===== config.mk =====
export PLATFORM = sky130hd
export DESIGN_NAME = uwf_ctrl
export DESIGN_NICKNAME = d
export VERILOG_FILES = /design/src/rtl/uwf_pkg.sv /design/src/rtl/uwf_ctrl.sv
export SDC_FILE = /design/constraint.sdc
export NUM_CORES = 1
export LEC_CHECK = 0
export ABC_CLOCK_PERIOD_IN_PS = 1800
export BUFFER_PORTS_ARGS = -buffer_cell sky130_fd_sc_hd__clkbuf_2
export CORE_AREA = 4 4 41 43
export CTS_BUF_LIST = sky130_fd_sc_hd__clkbuf_4 sky130_fd_sc_hd__clkbuf_8
export DETAILED_ROUTE_END_ITERATION = 10
export DIE_AREA = 0 0 45 47
export GPL_ROUTABILITY_DRIVEN = 0
export PLACE_DENSITY_LB_ADDON = 0.05
export SYNTH_ARGS = -nofsm -noshare
export SYNTH_HDL_FRONTEND = slang
export SYNTH_SLANG_ARGS = --single-unit

===== constraint.sdc =====
create_clock -name clk -period 1.8 [get_ports clk]
set_input_delay 0.27 -clock clk [delete_from_list [all_inputs] [get_ports clk]]
set_output_delay 0.27 -clock clk [all_outputs]
set_load 0.01 [all_outputs]

===== src/rtl/uwf_pkg.sv =====
// shared types and constants for the unique word filter
`timescale 1ns / 1ps
package uwf_pkg;
    localparam logic [1:0] KIND_CHAR  = 2'd0;
    localparam logic [1:0] KIND_END   = 2'd1;
    localparam logic [1:0] KIND_ERROR = 2'd2;

    localparam logic [7:0] CHAR_PERIOD = 8'h2e;
    localparam logic [7:0] CHAR_SPACE  = 8'h20;

    typedef enum logic [3:0] {
        ST_IDLE,
        ST_CMP_LEN,
        ST_CMP_RD,
        ST_CMP_CHK,
        ST_STORE,
        ST_EMIT,
        ST_TAIL,
        ST_DONE
    } state_t;

    typedef enum logic [1:0] {
        MODE_RUNNING,
        MODE_ENDED,
        MODE_ERROR
    } mode_t;

    typedef struct packed {
        logic load_char;
        logic clear_word;
        logic clear_cmp;
        logic next_word;
        logic next_char;
        logic clear_char;
        logic store_char;
        logic store_len;
        logic inc_count;
        logic emit;
        logic emit_tail;
    } cmd_t;

    typedef struct packed {
        logic       is_letter;
        logic       is_blank;
        logic       is_period;
        logic       word_empty;
        logic       words_done;
        logic       len_match;
        logic       char_match;
        logic       chars_done;
        logic       store_full;
        logic       out_busy;
    } status_t;

    function automatic logic letter(input logic [7:0] c);
        return (c >= 8'h41 && c <= 8'h5a) || (c >= 8'h61 && c <= 8'h7a);
    endfunction

    function automatic logic blank(input logic [7:0] c);
        return c == CHAR_SPACE || (c >= 8'd9 && c <= 8'd13);
    endfunction
endpackage


===== src/rtl/uwf_ctrl.sv =====
// controller for the unique word filter
`timescale 1ns / 1ps
module uwf_ctrl
(
    input  logic             clk,
    input  logic             rst_n,
    input  logic             in_valid,
    output logic             in_ready,
    input  uwf_pkg::status_t st,
    output uwf_pkg::cmd_t    cmd,
    output logic             tail_kind_end
);
    uwf_pkg::state_t state_reg, state_next;
    uwf_pkg::mode_t  mode_reg, mode_next;
    logic            period_reg, period_next;

    always_ff @(posedge clk or negedge rst_n)
    begin
        if (!rst_n)
        begin
            state_reg  <= uwf_pkg::ST_IDLE;
            mode_reg   <= uwf_pkg::MODE_RUNNING;
            period_reg <= 1'b0;
        end
        else
        begin
            state_reg  <= state_next;
            mode_reg   <= mode_next;
            period_reg <= period_next;
        end
    end

    assign tail_kind_end = period_reg;

    always_comb
    begin
        state_next  = state_reg;
        mode_next   = mode_reg;
        period_next = period_reg;
        case (state_reg)
            uwf_pkg::ST_IDLE:
            begin
                if (in_valid && mode_reg == uwf_pkg::MODE_RUNNING)
                begin
                    if (st.is_letter)
                        state_next = uwf_pkg::ST_IDLE;
                    else if (st.is_blank || st.is_period)
                    begin
                        period_next = st.is_period;
                        if (st.is_period)
                            mode_next = uwf_pkg::MODE_ENDED;
                        state_next = st.word_empty ?
                            (st.is_period ? uwf_pkg::ST_TAIL : uwf_pkg::ST_IDLE)
                            : uwf_pkg::ST_CMP_LEN;
                    end
                    else
                    begin
                        period_next = 1'b0;
                        mode_next   = uwf_pkg::MODE_ERROR;
                        state_next  = uwf_pkg::ST_TAIL;
                    end
                end
            end
            uwf_pkg::ST_CMP_LEN:
            begin
                if (st.words_done)
                    state_next = uwf_pkg::ST_STORE;
                else if (st.len_match)
                    state_next = uwf_pkg::ST_CMP_RD;
            end
            uwf_pkg::ST_CMP_RD: state_next = uwf_pkg::ST_CMP_CHK;
            uwf_pkg::ST_CMP_CHK:
            begin
                if (!st.char_match)
                    state_next = uwf_pkg::ST_CMP_LEN;
                else if (st.chars_done)
                    state_next = period_reg ? uwf_pkg::ST_TAIL : uwf_pkg::ST_IDLE;
                else
                    state_next = uwf_pkg::ST_CMP_RD;
            end
            uwf_pkg::ST_STORE:
            begin
                if (st.store_full || st.chars_done)
                    state_next = uwf_pkg::ST_EMIT;
            end
            uwf_pkg::ST_EMIT:
            begin
                if (!st.out_busy && st.chars_done)
                    state_next = period_reg ? uwf_pkg::ST_TAIL : uwf_pkg::ST_IDLE;
            end
            uwf_pkg::ST_TAIL:
            begin
                if (!st.out_busy)
                    state_next = uwf_pkg::ST_IDLE;
            end
            default: state_next = uwf_pkg::ST_IDLE;
        endcase
    end

    always_comb
    begin
        cmd      = '0;
        in_ready = (state_reg == uwf_pkg::ST_IDLE);
        case (state_reg)
            uwf_pkg::ST_IDLE:
            begin
                if (in_valid && mode_reg == uwf_pkg::MODE_RUNNING)
                begin
                    cmd.load_char  = st.is_letter;
                    cmd.clear_word = !st.is_letter && !st.is_blank && !st.is_period;
                    cmd.clear_cmp  = 1'b1;
                end
            end
            uwf_pkg::ST_CMP_LEN:
            begin
                cmd.clear_char = 1'b1;
                if (!st.words_done && !st.len_match)
                    cmd.next_word = 1'b1;
            end
            uwf_pkg::ST_CMP_CHK:
            begin
                if (!st.char_match)
                    cmd.next_word = 1'b1;
                else if (st.chars_done)
                    cmd.clear_word = 1'b1;
                else
                    cmd.next_char = 1'b1;
            end
            uwf_pkg::ST_STORE:
            begin
                if (st.store_full)
                    cmd.clear_char = 1'b1;
                else
                begin
                    cmd.store_char = 1'b1;
                    if (st.chars_done)
                    begin
                        cmd.clear_char = 1'b1;
                        cmd.store_len  = 1'b1;
                        cmd.inc_count  = 1'b1;
                    end
                    else
                        cmd.next_char = 1'b1;
                end
            end
            uwf_pkg::ST_EMIT:
            begin
                if (!st.out_busy)
                begin
                    cmd.emit      = 1'b1;
                    cmd.next_char = 1'b1;
                    if (st.chars_done)
                        cmd.clear_word = 1'b1;
                end
            end
            uwf_pkg::ST_TAIL:
            begin
                if (!st.out_busy)
                    cmd.emit_tail = 1'b1;
            end
            default: cmd = '0;
        endcase
    end
endmodule


==> impl_results.md, run 1 <==
- Outcome: finished clean
- Synthesized area per cell: 7.67 um^2
- Critical path's slowest cell: dfrtp_2
- Warnings, synthesis: 0
- Final worst clock skew: 0.00633 ns
- Worst reg2reg path depth: 5
- Clock sink count: 6
- Most frequent cells in the layout: 24 x clkbuf_2, 8 x buf_4, 5 x nor3_1, 5 x nor2_1
- Yosys cell types: 34
- Chip height: 47 um
- Diode count: 0
- First-pass DRT Iterations: 4
- Slew HR: 0.721
- Critical Path Source Type: flip-flop
- Crit path max fanout: 9
- Layout cells sized above 1: 0.473
- Worst-Margin Slew: 0.414 ns
- Die X: 45 um
- IO buf count: 25
- Power Density: 1210 nW/um^2
- Max reg flops: 3
- Area growth, synth to finish: 44.2%
- Crit path capture: cmd[6]
- Final Non-Filler Cells: 125
- Syn_nets: 89
- Total number of vias: 682
- Count of final setup violators: 0
- WL per Instance: 13.0 um
- Hold/Removal Path Class: input port to flip-flop
- HPWL after DPL: 1.24 mm
- 1st-iter DRT viols: 13
- CTS tree: built
- Crit-path cells: buf_4 > nor3_2 > nor2_1 > o21bai_1 > buf_2
- Clock latency on the worst-skew pair: 0.25 ns
- Worst-path clk slew: 0.05 ns
- Starting Density: 0.448
- Core area: 1300 um^2
- Grt ovf: 0
- Final Hold Violating Endpoints: 0
- Reg2reg end: state_reg[0]$_DFFE_PN0P_
- Vias in the first global route: 618
- Yosys top cell area share: 0.258
- Max-slew violations: 0
- Worst Setup SP: state_reg[1]$_DFFE_PN0P_
- Top cells by area, synth: dfrtp_1 26%, nor3_1 5.2%, nor3_2 5.2%, and2_1 4.3%, buf_4 3.9%
- WS Path Type: flip-flop to output pin
- Row cnt: 13
- Crit path DAT: 1.44 ns
- Total CTS buffers: 3
- WL final: 1.63 mm
- Clock root buffer: clkbuf_4
- Leakage: 0.413 nW
- Primary FF master, synth: dfrtp_1
- Reg2reg start: state_reg[1]$_DFFE_PN0P_
- Fmax: 585 MHz
- Max-cap viol count: 0
- Post-synthesis sequential area ratio: 0.258
- GRT Util Overall: 0.174
- Seq. cell area: 154 um^2
- Post-synth top area cell: dfrtp_1
- Ys async rst share: 1.00
- Critical Path RT: 1.53 ns
- CP Capture Type: output pin
- Ports: 26
- FF-to-FF setup slack: 0.27 ns
- Synth Register Bits: 6
- Most common cell after layout, fill and taps aside: clkbuf_2
- Vias per inst: 5.46
- Multi-input gate area: 430 um^2
- CP max stage delay: 0.48 ns
- Layout fillers: 133
- Die area: 2120 um^2
- DRC: 0
- Fin crit share: 0.950
- Largest net degree at the start of global routing: 15
- Worst VDD drop: 0.708 mV
- Post-Syn Area: 583 um^2
- H-tree lvl count: 1
- Final TNS setup: 0 ns
- Detail Route Antenna Nets: 0
- Final min period: 1.71 ns
- Initial antenna violation count: 0
- Post-synth EDFFs: 0
- Worst setup margin: 0.0893 ns
- Placed instance count: 116
- Final nets: 125
- First-pass GRT wire length: 2.66 mm
- Place WS: 0.146 ns
- Largest buffer count on any clock path: 2
- Syn Inst Count: 76
[worst min-delay path by stage]
stage | from | to | slack [ns] | depth (start not counted)
4_1_cts | st[7] | mode_reg[0]$_DFFE_PN0P_ | 0.28 | 2
3_5_place_dp | rst_n | mode_reg[1]$_DFFE_PN0P_ | 0.10 | 1
3_3_place_gp | rst_n | state_reg[1]$_DFFE_PN0P_ | 0.10 | 1
5_1_grt | st[7] | mode_reg[0]$_DFFE_PN0P_ | 0.28 | 2
6_report | st[7] | mode_reg[0]$_DFFE_PN0P_ | 0.28 | 2
2_1_floorplan | rst_n | mode_reg[0]$_DFFE_PN0P_ | -0.03 | 0
[Yosys cell counts, drive strengths merged (2+ instances only)]
| library cell | count |
|---|---|
| a211oi | 3 |
| a21oi | 3 |
| a22oi | 2 |
| and2 | 4 |
| and3 | 2 |
| buf | 4 |
| dfrtp | 6 |
| inv | 3 |
| nand2 | 6 |
| nand2b | 4 |
| nand3 | 2 |
| nor2 | 6 |
| nor2b | 2 |
| nor3 | 9 |
| nor4 | 2 |
| o21ai | 7 |
[worst max-delay path, delay by kind of cell (launching register included)]
family          cells  cell delay, ns
compound gates      1            0.11
simple gates        2            0.28
buf+inv             2            0.32
flops               1            0.48
[kinds of logic after synthesis]
group / synth area share
simple gates: 0.403
buf+inv: 0.0729
compound gates: 0.247
mux: 0.0193
flops: 0.258
[power breakdown]
| group | total, mW | switching [mW] | internal, mW |
|---|---|---|---|
| Clock | 0.124 | 0.0487 | 0.0754 |
| Sequential | 0.288 | 0.0932 | 0.195 |
| Combinational | 0.603 | 0.296 | 0.307 |
| Total | 1.02 | 0.438 | 0.577 |
[metal layers]
layer,vias up,part of all wire,global-route usage
met5,-,0,0
li1,347,-,-
met2,33,0.47,0.266
met3,0,0.084,0.0613
met4,0,0,0.0351
met1,302,0.44,0.239
[per-stage QoR]
step / instance area, um^2 / utilization / hold WS, ns / power (mW)
3_3_place_gp: 729 / 0.561 / 0.101 / 0.788
3_5_place_dp: 729 / 0.561 / 0.102 / 0.788
6_report: 841 / 0.646 / 0.280 / 1.02
4_1_cts: 781 / 0.600 / 0.275 / 0.935
5_1_grt: 841 / 0.646 / 0.278 / 1.10
2_1_floorplan: 583 / - / -0.0256 / 0.608
[layout make-up]
class | instances | share of cell area
tap | 15 | 0.0223
multi-input combinational | 62 | 0.512
timing repair buffer | 35 | 0.238
sequential | 6 | 0.183
clock buffer | 3 | 0.0268
inverter | 4 | 0.0179
[what timing repair did]
item / CTS / global route
cloned: 0 / 0
setup endpoints to repair: 4 / 2
setup buffers: 0 / 5
pin swaps: 0 / 3
hold buffers: 1 / 0
hold endpoints to repair: 6 / 0
gates resized for setup: 5 / 8
(Power assumes the default switching activity.)
==> run 2, diff against run 1 <==
==> constraint.sdc (replaced) <==
create_clock -name clk -period 1.8 [get_ports clk]
set_input_delay 0.36 -clock clk [delete_from_list [all_inputs] [get_ports clk]]
set_output_delay 0.36 -clock clk [all_outputs]
set_load 0.01 [all_outputs]
==> run 2 against run 1 <==
Compared with the run above: register-to-register slack got worse by 0.15 ns; clock power about the same; die area is the same; fmax shrank 3.5%; count of clock-buffer cells in the layout stayed put.
==> impl_results.md, run 2 (synthesized netlist as in run 1, its figures left out) <==
- Largest net degree at the start of global routing: 10 (-5)
- Crit path capture: cmd[9]
- Max-cap viol count: 0 (unchanged)
- Critical Path Source Type: flip-flop
- Core area: 1300 um^2 (unchanged)
- Outcome: finished clean
- WS Path Type: flip-flop to output pin
- 1st-iter DRT viols: 14 (+1)
- Count of final setup violators: 0 (unchanged)
- Final instance area: 841 um^2 (unchanged)
- CTS tree: built
- Layout fillers: 141 (+6.0%)
- Crit path DAT: 1.41 ns (-0.03 ns)
- Leakage: 0.413 nW (about the same)
- Fmax: 564 MHz (-3.5%)
- First-pass GRT wire length: 2.70 mm (+1.5%)
- Crit path max fanout: 6 (-3)
- Reg2reg start: state_reg[0]$_DFFE_PN0P_
- WL per Instance: 13.1 um (+0.61%)
- Reg2reg end: state_reg[0]$_DFFE_PN0P_
- Total number of vias: 678 (-0.59%)
- Clock root buffer: clkbuf_4
- Clock latency on the worst-skew pair: 0.24 ns (about the same)
- Critical path's slowest cell: dfrtp_2
- Multi-input gate area: 420 um^2 (-2.3%)
- WL final: 1.65 mm (+1.4%)
- Die area: 2120 um^2 (unchanged)
- Die X: 45 um (unchanged)
- Row cnt: 13 (unchanged)
- Placed instance count: 117 (+0.86%)
- Layout cells sized above 1: 0.459 (-0.0133)
- Hold/Removal Path Class: input port to flip-flop
- Initial antenna violation count: 0 (unchanged)
- FF-to-FF setup slack: 0.12 ns (-0.15 ns)
- Final min period: 1.77 ns (+0.0618 ns)
- Vias per inst: 5.38 (-1.4%)
- Placed instance area: 742 um^2 (+1.7%)
- Final Non-Filler Cells: 126 (+0.80%)
- DRC: 0 (unchanged)
- Area growth, synth to finish: 44.2% (unchanged)
- Max-slew violations: 0 (unchanged)
- Fin crit share: 0.985 (+0.0343)
- Final nets: 126 (+0.80%)
- Max reg flops: 3 (unchanged)
- WL met2: 790 um (+2.6%)
- Worst Setup SP: state_reg[1]$_DFFE_PN0P_
- Total CTS buffers: 3 (unchanged)
- Max layer used: met3
- Met3 routed wirelength: 106 um (-22%)
- RSZ-0062 raised after global routing: yes
- Worst VDD drop: 0.765 mV (+8.1%)
- Slew HR: 0.730 (+0.00887)
- Critical Path Most Common Cell: nand2_1
- H-tree lvl count: 1 (unchanged)
- Worst-path clk slew: 0.04 ns (about the same)
- Seq. cell area: 154 um^2 (unchanged)
- Ports: 26 (unchanged)
- Final worst clock skew: 0.00231 ns (-0.00402 ns)
- Worst-Margin Slew: 0.401 ns (-0.0132 ns)
- Crit-path cells: nor3_2 > nand2_1 > nor2_2 > nand2_1 > nand2_1 > clkbuf_2
- Vias in the first global route: 649 (+5.0%)
- Clock sink count: 6 (unchanged)
- Chip height: 47 um (unchanged)
- Worst reg2reg path depth: 6 (+1)
- GRT Util Overall: 0.176 (+0.00159)
- Detail Route Antenna Nets: 0 (unchanged)
- Wl on met1: 753 um (+4.7%)
- Most common cell after layout, fill and taps aside: clkbuf_2
- Grt ovf: 0 (unchanged)
- HPWL after DPL: 1.27 mm (+3.0%)
- IO buf count: 25 (unchanged)
- Most frequent cells in the layout: 24 x clkbuf_2, 10 x buf_4, 6 x nand2_1
- Critical Path RT: 1.44 ns (-0.09 ns)
- Largest buffer count on any clock path: 2 (unchanged)
- Final Hold Violating Endpoints: 0 (unchanged)
- Power Density: 1390 nW/um^2 (+15%)
- Power consumption: 1.17 mW (+15%)
- CP Capture Type: output pin
- Starting Density: 0.448 (unchanged)
- CP max stage delay: 0.45 ns (-0.03 ns)
- Diode count: 0 (unchanged)
- First-pass DRT Iterations: 4 (unchanged)
## run 2: cell count changes in the layout (fill, tap and decap cells not counted), sizes merged
| cell | change |
|---|---|
| buf | +1 |
## run 2: power breakdown
group          leakage (nW)  switching (mW)  internal, mW
logic                 0.329           0.387         0.379
registers            0.0701          0.0808         0.202
clock network        0.0138          0.0472        0.0753
## run 2: critical path, delay by kind of cell (launching register included)
kind,cells,cell delay (ns)
flip-flops,1,0.45
buffers and inverters,1,0.12
AND/OR/NAND/NOR,5,0.60
## run 2: routing by layer
metal  global-route usage  up-vias
li1                     -      349
met1                0.216      303
met2                0.305       26
met3               0.0536        0
met4               0.0351        0
met5                    0        -
## run 2: final cells by class
type | instances | share of cell area
Multi-Input combinational cell | 62 | 0.500
Inverter | 4 | 0.0179
Clock buffer | 3 | 0.0268
Timing Repair Buffer | 36 | 0.250
Tap cell | 15 | 0.0223
Sequential cell | 6 | 0.183
## run 2: repair_timing
| item | in CTS | in global routing |
|---|---|---|
| gates cloned | 0 | 0 |
| hold buffers | 1 | 0 |
| hold endpoints to repair | 6 | 0 |
| endpoints found under the setup margin | 4 | 4 |
| pin swaps | 2 | 1 |
| setup buffers | 4 | 1 |
| resized for setup | 7 | 2 |
## run 2: per-stage QoR
stage | setup TNS [ns] | hold WS [ns] | utilization | setup WS [ns]
6_report | 0 | 0.369 | 0.646 | 0.0275
5_1_grt | -0.0948 | 0.389 | 0.646 | -0.0534
4_1_cts | 0 | 0.366 | 0.636 | 0.000730
3_5_place_dp | 0 | 0.192 | 0.570 | 0.0915
3_3_place_gp | 0 | 0.189 | 0.570 | 0.107
2_1_floorplan | 0 | 0.0644 | - | 0.121
## run 2: worst min path at each step
stage                     start                  endpoint  slack, ns  cells after the start
after global routing      st[7]   mode_reg[0]$_DFFE_PN0P_       0.39                      2
after detailed placement  rst_n  state_reg[2]$_DFFE_PN0P_       0.19                      1
after global placement    rst_n  state_reg[0]$_DFFE_PN0P_       0.19                      1
after CTS                 st[7]   mode_reg[0]$_DFFE_PN0P_       0.37                      2
after floorplan           rst_n   mode_reg[0]$_DFFE_PN0P_       0.06                      0
final                     st[7]   mode_reg[0]$_DFFE_PN0P_       0.37                      2
==> run 3, diff against run 2 <==
--- a/config.mk
+++ b/config.mk
@@ -14,3 +14,3 @@
 export GPL_ROUTABILITY_DRIVEN = 0
-export PLACE_DENSITY_LB_ADDON = 0.05
+export PLACE_DENSITY = 0.75
 export SYNTH_ARGS = -nofsm -noshare
==> constraint.sdc (replaced) <==
create_clock -name clk -period 1.8 [get_ports clk]
set_input_delay 0 -clock clk [delete_from_list [all_inputs] [get_ports clk]]
set_output_delay 0 -clock clk [all_outputs]
set_load 0.01 [all_outputs]
==> run 3 against run 2 <==
Compared with the run above: via count shrank 2.5%; largest cell class unchanged; global-route usage shrank 1.1 points; non-clock buffer count shrank 8; setup slack gained 0.17 ns; wire length shrank 6.9%; fmax grew 11%; critical path type is now flip-flop to flip-flop; cell area shrank 11%; critical path depth shrank 1.
==> impl_results.md, run 3 (synthesized netlist as in run 1, its figures left out) <==
- Gate power share: 0.532 (-0.122)
- Max-cap viol count: 0 (unchanged)
- Most common cell after layout, fill and taps aside: clkbuf_2
- RSZ-0062 raised after global routing: no
- Crit path DAT: 1.71 ns (+0.30 ns)
- Critical Path RT: 1.91 ns (+0.47 ns)
- Worst Setup SP: state_reg[2]$_DFFE_PN0P_
- Chip height: 47 um (unchanged)
- Critical path's slowest cell: dfrtp_1
- Hold/Removal Path Class: input port to flip-flop
- WL per Instance: 13.0 um (-0.60%)
- Largest net degree at the start of global routing: 15 (+5)
- Placed instance count: 113 (-3.4%)
- Final min period: 1.60 ns (-0.174 ns)
- Core area: 1300 um^2 (unchanged)
- Crit path max fanout: 9 (+3)
- Sw frac: 0.443 (+0.00274)
- Max reg flops: 3 (unchanged)
- Slew HR: 0.693 (-0.0376)
- Count of final setup violators: 0 (unchanged)
- Vias in the first global route: 578 (-11%)
- WL final: 1.54 mm (-6.9%)
- Clock share of power: 0.143 (+0.038)
- Total CTS buffers: 3 (unchanged)
- IO buf count: 25 (unchanged)
- Final Hold Violating Endpoints: 0 (unchanged)
- 1st-iter DRT viols: 7 (-7)
- Initial antenna violation count: 0 (unchanged)
- Diode count: 0 (unchanged)
- Placed instance area: 707 um^2 (-4.7%)
- CP top delay family: simple AND/OR/NAND/NOR gates
- Leakage: 0.363 nW (-12%)
- Ports: 26 (unchanged)
- Reg2reg start: state_reg[2]$_DFFE_PN0P_
- Final nets: 118 (-6.3%)
- GRT Util Overall: 0.165 (-0.0113)
- WS Path Type: flip-flop to flip-flop
- Worst hold start: st[8]
- Critical Path Source Type: flip-flop
- Clock latency on the worst-skew pair: 0.25 ns (about the same)
- Setup Buffers After CTS: 0 (-4)
- CP max stage delay: 0.46 ns (about the same)
- DRC: 0 (unchanged)
- Die area: 2120 um^2 (unchanged)
- Max-slew violations: 0 (unchanged)
- Final instance area: 752 um^2 (-11%)
- Worst VDD drop: 0.598 mV (-22%)
- Vias per inst: 5.60 (+4.1%)
- Layout cells sized above 1: 0.369 (-0.0905)
- CTS tree: built
- Switching Power: 0.389 mW (-24%)
- Most frequent cells in the layout: 25 x clkbuf_2, 6 x nor3_1, 6 x nand2_1
- CP Capture Type: flip-flop
- Total number of vias: 661 (-2.5%)
- Fmax: 626 MHz (+11%)
- Place WS: 0.164 ns (+0.0729 ns)
- Cell Int Power: 0.490 mW (-25%)
- Power consumption: 0.879 mW (-25%)
- Clock root buffer: clkbuf_4
- First-pass GRT wire length: 2.44 mm (-9.9%)
- Buf+Inv Stages, Crit Path: 1 (unchanged)
- Final worst clock skew: 0.000159 ns (-0.00215 ns)
- Outcome: finished clean
- Fin crit share: 0.888 (-0.0968)
- Final Non-Filler Cells: 118 (-6.3%)
- Seq pwr share: 0.325 (+0.084)
- Row cnt: 13 (unchanged)
- Worst-path clk slew: 0.04 ns (about the same)
- First-pass DRT Iterations: 4 (unchanged)
- Final TNS setup: 0 ns (unchanged)
- Grt ovf: 0 (unchanged)
- HPWL after DPL: 1.20 mm (-5.4%)
- Die X: 45 um (unchanged)
- H-tree lvl count: 1 (unchanged)
- Detail Route Antenna Nets: 0 (unchanged)
- Starting Density: 0.448 (unchanged)
- Largest buffer count on any clock path: 2 (unchanged)
- Worst setup margin: 0.202 ns (+0.174 ns)
- Clock sink count: 6 (unchanged)
- Area growth, synth to finish: 29.0%
- Crit-path cells: buf_4 > nor4_1 > a22oi_2 > nand2_1 > o22ai_1
- Worst-Margin Slew: 0.457 ns (+0.0559 ns)
- Power Density: 1170 nW/um^2 (-16%)
==> run 3: changes by cell type in the layout (fill, tap and decap cells not counted), sizes merged <==
cell,before,now
buf,11,1
clkbuf,27,28
dlygate4sd3,1,2
==> run 3: area by class of cell <==
cell class / instances / area, um^2
inverter: 4 / 15.0
multi-input combinational: 62 / 390
clock buffer: 3 / 22.5
sequential: 6 / 153
timing repair buffer: 28 / 153
tap: 15 / 18.8
fill: 134 / 549
==> run 3: routing by layer <==
layer / part of all wire / wire [um] / vias to the layer above / track usage
met1: 0.40 / 611 / 289 / 0.188
met3: 0.084 / 129 / 4 / 0.0613
li1: - / - / 338 / -
met4: 0.016 / 25 / 0 / 0.0819
met2: 0.50 / 770 / 30 / 0.271
met5: 0 / 0 / - / 0
==> run 3: through the flow <==
| step | hold slack [ns] | utilization |
|---|---|---|
| after floorplan | -0.296 | - |
| after global placement | -0.164 | 0.543 |
| after detailed placement | -0.158 | 0.543 |
| after CTS | 0.0727 | 0.576 |
| after global routing | 0.0887 | 0.578 |
| final | 0.0712 | 0.578 |
==> run 3: power by group through the flow <==
stage          registers (mW)  logic (mW)  clock network, mW
2_1_floorplan           0.235       0.373                  0
3_3_place_gp            0.278       0.459                  0
3_5_place_dp            0.280       0.463                  0
4_1_cts                 0.280       0.468              0.133
5_1_grt                 0.296       0.520              0.147
6_report                0.286       0.467              0.126
==> run 3: repair_timing <==
action                                  in CTS  in global routing
endpoints found under the hold margin        7                  0
hold buffers                                 2                  0
resized for setup                            0                  2
endpoints found under the setup margin       0                  1
==> run 3: path summary, 6_finish.rpt <==
check,end,slack [ns],cells after the start
max,state_reg[1]$_DFFE_PN0P_,0.20,5
min,mode_reg[1]$_DFFE_PN0P_,0.07,4
max reg2reg,state_reg[1]$_DFFE_PN0P_,0.20,5
min reg2reg,mode_reg[0]$_DFFE_PN0P_,0.46,1
max in group asynchronous,state_reg[1]$_DFFE_PN0P_,1.51,2
min in group asynchronous,state_reg[2]$_DFFE_PN0P_,0.12,2
==> run 3: worst reg2reg max path, stage by stage (launching register included) <==
cell	delay, ns
dfrtp_1	0.46
buf_4	0.21
nor4_1	0.46
a22oi_2	0.12
nand2_1	0.12
o22ai_1	0.10
